--- src/hw/rtl/sf2d_pkg.sv ---
// ----------------------------------------------------------------------------
// sf2d_pkg
// Shared constants and controller/datapath interface types for the separable
// 2-D filter.
// ----------------------------------------------------------------------------
package sf2d_pkg;

    localparam int PIX_W     = 8;
    localparam int COEF_W    = 16;
    localparam int FRAC_W    = 15;
    localparam int DIM_W     = 11;
    localparam int RAD_W     = 2;
    localparam int CFG_IDX_W = 3;
    localparam int TAP_W     = 4;   // signed tap offset, covers radii up to seven

    localparam int DEF_MAX_WIDTH  = 1024;
    localparam int DEF_MAX_HEIGHT = 1024;
    localparam int DEF_MAX_RADIUS = 3;

    localparam logic [CFG_IDX_W-1:0] REG_WIDTH  = 3'd0;
    localparam logic [CFG_IDX_W-1:0] REG_HEIGHT = 3'd1;
    localparam logic [CFG_IDX_W-1:0] REG_RADIUS = 3'd2;
    localparam logic [CFG_IDX_W-1:0] REG_COEF0  = 3'd3;
    localparam logic [CFG_IDX_W-1:0] REG_COEF1  = 3'd4;
    localparam logic [CFG_IDX_W-1:0] REG_COEF2  = 3'd5;
    localparam logic [CFG_IDX_W-1:0] REG_COEF3  = 3'd6;

    localparam logic [DIM_W-1:0]  RST_WIDTH  = 11'd1024;
    localparam logic [DIM_W-1:0]  RST_HEIGHT = 11'd1024;
    localparam logic [RAD_W-1:0]  RST_RADIUS = 2'd1;
    localparam logic [COEF_W-1:0] RST_COEF0  = 16'd32768;

    typedef struct packed {
        logic                    take;    // input beat accepted
        logic                    cfg_wr;  // configuration beat accepted
        logic                    clr;     // clear accumulators
        logic                    mac_h;   // add one horizontal tap
        logic                    mac_v;   // fold the row sum into the column sum
        logic                    load;    // move the result to the output register
        logic signed [TAP_W-1:0] dh;
        logic signed [TAP_W-1:0] dv;
    } t_cmd;

    typedef struct packed {
        logic             emit;
        logic             out_free;
        logic [RAD_W-1:0] radius;
    } t_status;

endpackage

--- src/hw/rtl/sf2d_ctrl.sv ---
// ----------------------------------------------------------------------------
// sf2d_ctrl
// Sequencer that walks the kernel taps, columns inside rows, for one result.
// ----------------------------------------------------------------------------
module sf2d_ctrl (
    input  logic              i_clk,
    input  logic              i_rst_n,
    input  logic              i_in_valid,
    output logic              o_in_ready,
    input  logic              i_cfg_valid,
    output logic              o_cfg_ready,
    input  sf2d_pkg::t_status i_status,
    output sf2d_pkg::t_cmd    o_cmd
);
    import sf2d_pkg::*;

    localparam logic [2:0] S_IDLE = 3'd0;
    localparam logic [2:0] S_EVAL = 3'd1;
    localparam logic [2:0] S_RD   = 3'd2;
    localparam logic [2:0] S_MAC  = 3'd3;
    localparam logic [2:0] S_HFIN = 3'd4;
    localparam logic [2:0] S_DONE = 3'd5;

    logic [2:0]              r_state, n_state;
    logic signed [TAP_W-1:0] r_dh, n_dh, r_dv, n_dv;
    logic signed [TAP_W-1:0] rad;

    assign rad = $signed(TAP_W'(i_status.radius));

    always_comb begin
        n_state      = r_state;
        n_dh         = r_dh;
        n_dv         = r_dv;
        o_cfg_ready  = 1'b0;
        o_in_ready   = 1'b0;
        o_cmd        = '0;
        o_cmd.dh     = r_dh;
        o_cmd.dv     = r_dv;
        unique case (r_state)
            S_IDLE: begin
                o_cfg_ready   = 1'b1;
                o_in_ready    = !i_cfg_valid;
                o_cmd.cfg_wr  = i_cfg_valid;
                o_cmd.take    = i_in_valid && !i_cfg_valid;
                if (o_cmd.take) n_state = S_EVAL;
            end
            S_EVAL: begin
                if (i_status.emit) begin
                    o_cmd.clr = 1'b1;
                    n_dh      = -rad;
                    n_dv      = -rad;
                    n_state   = S_RD;
                end else begin
                    n_state = S_IDLE;
                end
            end
            S_RD: n_state = S_MAC;
            S_MAC: begin
                o_cmd.mac_h = 1'b1;
                if (r_dh == rad) begin
                    n_state = S_HFIN;
                end else begin
                    n_dh    = r_dh + TAP_W'(1);
                    n_state = S_RD;
                end
            end
            S_HFIN: begin
                o_cmd.mac_v = 1'b1;
                n_dh        = -rad;
                if (r_dv == rad) begin
                    n_state = S_DONE;
                end else begin
                    n_dv    = r_dv + TAP_W'(1);
                    n_state = S_RD;
                end
            end
            S_DONE: begin
                if (i_status.out_free) begin
                    o_cmd.load = 1'b1;
                    n_state    = S_IDLE;
                end
            end
            default: n_state = S_IDLE;
        endcase
    end

    always_ff @(posedge i_clk) begin
        if (!i_rst_n) begin
            r_state <= S_IDLE;
            r_dh    <= '0;
            r_dv    <= '0;
        end else begin
            r_state <= n_state;
            r_dh    <= n_dh;
            r_dv    <= n_dv;
        end
    end

endmodule

--- config.mk ---
export PLATFORM = sky130hd
export DESIGN_NAME = sf2d_ctrl
export DESIGN_NICKNAME = d
export VERILOG_FILES = /design/src/hw/rtl/sf2d_pkg.sv /design/src/hw/rtl/sf2d_ctrl.sv
export SDC_FILE = /design/constraint.sdc
export NUM_CORES = 1
export LEC_CHECK = 0
export ABC_AREA = 1
export ABC_CLOCK_PERIOD_IN_PS = 2100
export BUFFER_PORTS_ARGS = -buffer_cell sky130_fd_sc_hd__buf_2
export CAP_MARGIN = 25
export CELL_PAD_IN_SITES_DETAIL_PLACEMENT = 1
export CELL_PAD_IN_SITES_GLOBAL_PLACEMENT = 1
export CORE_AREA = 2 2 53 55
export CTS_CLUSTER_DIAMETER = 120
export DETAILED_ROUTE_END_ITERATION = 10
export DIE_AREA = 0 0 55 57
export GPL_TIMING_DRIVEN = 0
export PLACE_DENSITY = 0.87
export SYNTH_ARGS = -nofsm -noshare
export SYNTH_HDL_FRONTEND = slang
export SYNTH_SLANG_ARGS = --single-unit
--- constraint.sdc ---
create_clock -name i_clk -period 2.1 [get_ports i_clk]
set_input_delay 0.315 -clock i_clk [delete_from_list [all_inputs] [get_ports i_clk]]
set_output_delay 0.315 -clock i_clk [all_outputs]
set_load 0.05 [all_outputs]
== After elaboration in Yosys (flattened, before gate mapping) ==
Index checks and enable logic that the tools add are counted.
Widths: inputs -> output; s select.
Cells by class
  add/sub/neg operators: 3
  eq/ne operators: 12
  multiplexer cells: 20
  reductions and logical operators: 8
Operators by type and width (number)
  $pmux 3 s6: 1
  $mux 3: 4
  $mux 4: 3
  $pmux 4 s3: 1
  $ne 2x2->1 const B: 5
  $add 4x2->4 const B: 2
  $eq 4x3->1: 2
  $mux 1: 8
  $pmux 4 s2: 1
  $eq 3x2->1 const B: 2
  $eq 3x3->1 const B: 2
  $reduce_and 3->1: 2
  $mux 2: 2
  $neg 2->4: 1
  $eq 3x1->1 const B: 1
  $logic_not 3->1: 1
  $reduce_bool 3->1: 1
  $reduce_and 2->1: 1
  $reduce_bool 2->1: 1
  $logic_and 1x1->1: 1
  $logic_not 1->1: 1
Storage, ports and cells
  register bits after elaboration: 11
  bits of input ports: 8
  word-level logic and storage cells: 46

== Logic depth before layout (Yosys ltp) ==
  word-level depth: 4
  gate-level depth with buffers: 9
  gate-level depth less buffers: 9

== Worst setup path before layout ==
OpenSTA, ideal clock, no wires.
  path type: reg2out
  from: register r_state[0]
  to: output o_cmd[8] (netlist name)
  arrival time: 2.006 ns
  data required time: 1.785 ns
  path slack: -0.221 ns
  stages on the path, launching flop included: 3
  path buffers: 0
  path through: dfxtp_1 inv_2 nor4_1
RTL lines
  from (decl): RTL line sf2d_ctrl.sv:24  | logic [2:0] r_state, n_state;
  from (signal assigned): RTL line sf2d_ctrl.sv:93  | r_state <= n_state;
  to (decl): RTL line sf2d_ctrl.sv:13  | output sf2d_pkg::t_cmd o_cmd

==> impl_results.md <==
- Status: complete, no violations
- FF-to-FF setup slack: 0.63 ns
- Register clock-pin slew on the reported worst setup and hold paths: 0.08 ns
- Post-synthesis cell type count: 20
- Fin. Hold Viols: 0
- CP startpoint: r_state[1]
- Worst Min Path Start: i_rst_n
- Setup bufs post-CTS: 0
- Clock skew: 0.00249 ns
- Sequential-to-total area share from yosys stat: 0.253
- Clock root cell: clkbuf_4
- Synth-to-Final Area Change: 21.4%
- CTS max path bufs: 2
- Max Slew Vio Count: 0
- Wirelength, routed: 2380 µm
- Area of the multi-input gates: roughly 550 µm²
- CTS H-tree lvls: 1
- # port buffers: 23
- Clk sink count: 11
- Seq cells post-synth: 11
- Endpoints failing setup: 0
- Met1 global-route usage: 0.221
- Critical Path RT: about 1.8 ns
- DRT iter0 DRCs: 9
- Antenna violations before repair: 0
- Antenna cells: 0
- Max-cap violations: 0
- CTS tree: done
- First-pass iteration count of the detailed router: 4
- Non-filler instance count after layout: 210
- Crit path max fanout: 6
- # resized after CTS: 0
- Syn. warnings: 0
- Fmax: 581 MHz
- Dominant cell type by area after synthesis: dfxtp_1
- Register Area: between 200 and 250 µm²
- Most frequent cells in the layout: nand2_1, nor2_1, buf_2
- CP endpoint: o_cmd[13]
- First-pass GRT wire length: 4240 µm
- HPWL after DPL: 1950 µm
- Reg2reg path depth: 9
- Fill count: about 370
- Inst Count DP: 206
- # hold bufs at CTS: 0
- GRT Resource Usage Total: 0.177
- Max VDD drop: 0.318 mV
- Die Height: 57 µm
- Critical path capture point type: output port
- Start of the worst register-to-register path: r_dv[0]
- Syn Nets: 163
- Clock Latency Late Sink: around 0.28 ns
- CTS Buf Count: 3
- Critical R2R Capture: r_dv[2]
- Final #Nets: 191
- Overflow after GRT: 0
- DRC violations left: 0
- TNS Setup: 0 ns
- DR vias: 992
- Placement Rows: 19
- Syn Area/Cell: 5.72 µm²
- Tightest Pin Transition: approximately 0.48 ns
- Final period util: 0.820
- RSZ-0062 raised after global routing: false
- Relative slew slack: 0.678
- Top cells by area, synth: dfxtp_1, nand2_1, nor2_1
- Crit Path Category: reg -> out
- Hold Crit Class: in -> reg
- Cells after Synth: roughly 150
- Min Clock Period, post-route: roughly 1.7 ns
- Yosys top cell area share: 0.253
- I/O pin cnt: 24
- Most frequent standard cell in the layout excluding fill and tap cells: nand2_1
- Global Route met3 Usage: 0.0550
- Largest net degree at the start of global routing: 11
- Hold Slack: about 0.41 ns
- Via density: approximately 4.7
- Effective utilization at floorplan: 0.333
- DRT antenna net count: 0
- Post-DR wirelength/cell: ~11 µm
- Placer congestion estimate: 0.808
- P_leak: 0.000593 µW
- P per Cell Area: approximately 700 mW/mm²
- Die Wd: 55 µm
- Met2 usage: 0.303
- Startpoint types: register
- CP arrival: 1.41 ns
- Busiest grt layer: met2
- Vias in the first global route: 1,019
- Share of cells above drive strength 1: 0.223
- Die area: 0.00314 mm²
- Synth Cell Area: 870 µm²
- Core ar.: 0.00262 mm²
[through the flow]
stage,total power [µW],instance area (µm²),util,worst slack (ns)
floorplan,506,876,-,0.150
global placement,568,1030,0.394,0.748
detailed placement,583,1030,0.394,0.640
CTS,741,1060,0.404,0.370
global route,785,1060,0.404,0.246
finish,733,1060,0.404,0.379
[cell usage after synthesis]
master,count
a21oi_1,4
a31oi_1,1
clkbuf_1,1
dfxtp_1,11
ha_1,3
inv_1,20
inv_2,7
nand2_1,46
nand2_2,1
nand3_1,7
nand3_2,4
nand3b_1,2
nand4_1,2
nor2_1,28
nor2_4,1
nor3_1,1
nor4_1,1
o21ai_0,9
xnor2_1,2
xor2_1,1
[sequential cells by signal (all words and copies together) (netlist names)]
name / cells
r_dh: 4
r_dv: 4
r_state: 3
[layout make-up]
class	instances	share of cell area
timing repair buffer	23	0.109
inverter	27	0.0960
clock buffer	4	0.0249
sequential	11	0.209
tap	31	0.0367
buffer	1	0.00355
multi-input combinational	113	0.521
[metal layers]
metal	wire [µm]	share of wire
met5	0	0
met4	12	0.0050
met3	91	0.038
met2	1180	0.49
met1	1100	0.46
[cells by family after synthesis]
group,count (synthesis),synth area share
flip-flops,11,0.253
AO/OA/AOI/OAI,14,0.0820
AND/OR/NAND/NOR,93,0.471
adder cells (fa/ha/maj),3,0.0432
XOR/XNOR,3,0.0302
buffers and inverters,28,0.121
[worst max-delay path: stages (launching register included)]
cell and delay (ns):
dfxtp_1 0.37, inv_2 0.13, nand3_1 0.16, nor3_1 0.17, buf_2 0.29
[how the worst min path moves through the flow]
stage	endpoint	slack, ns	depth (start not counted)
after global routing	r_state[2]	0.47	4
after detailed placement	r_dh[2]	0.59	4
after floorplan	r_state[0]	0.55	4
after global placement	r_dh[1]	0.56	2
after CTS	r_state[0]	0.41	5
final	r_state[0]	0.41	5
[report_power, final]
group	internal, µW	switching, µW	total [µW]
Combinational	86.5	228	315
Sequential	231	30.6	262
Clock	73.8	82.9	157
Note: power is estimated with default switching activity, not from simulation.
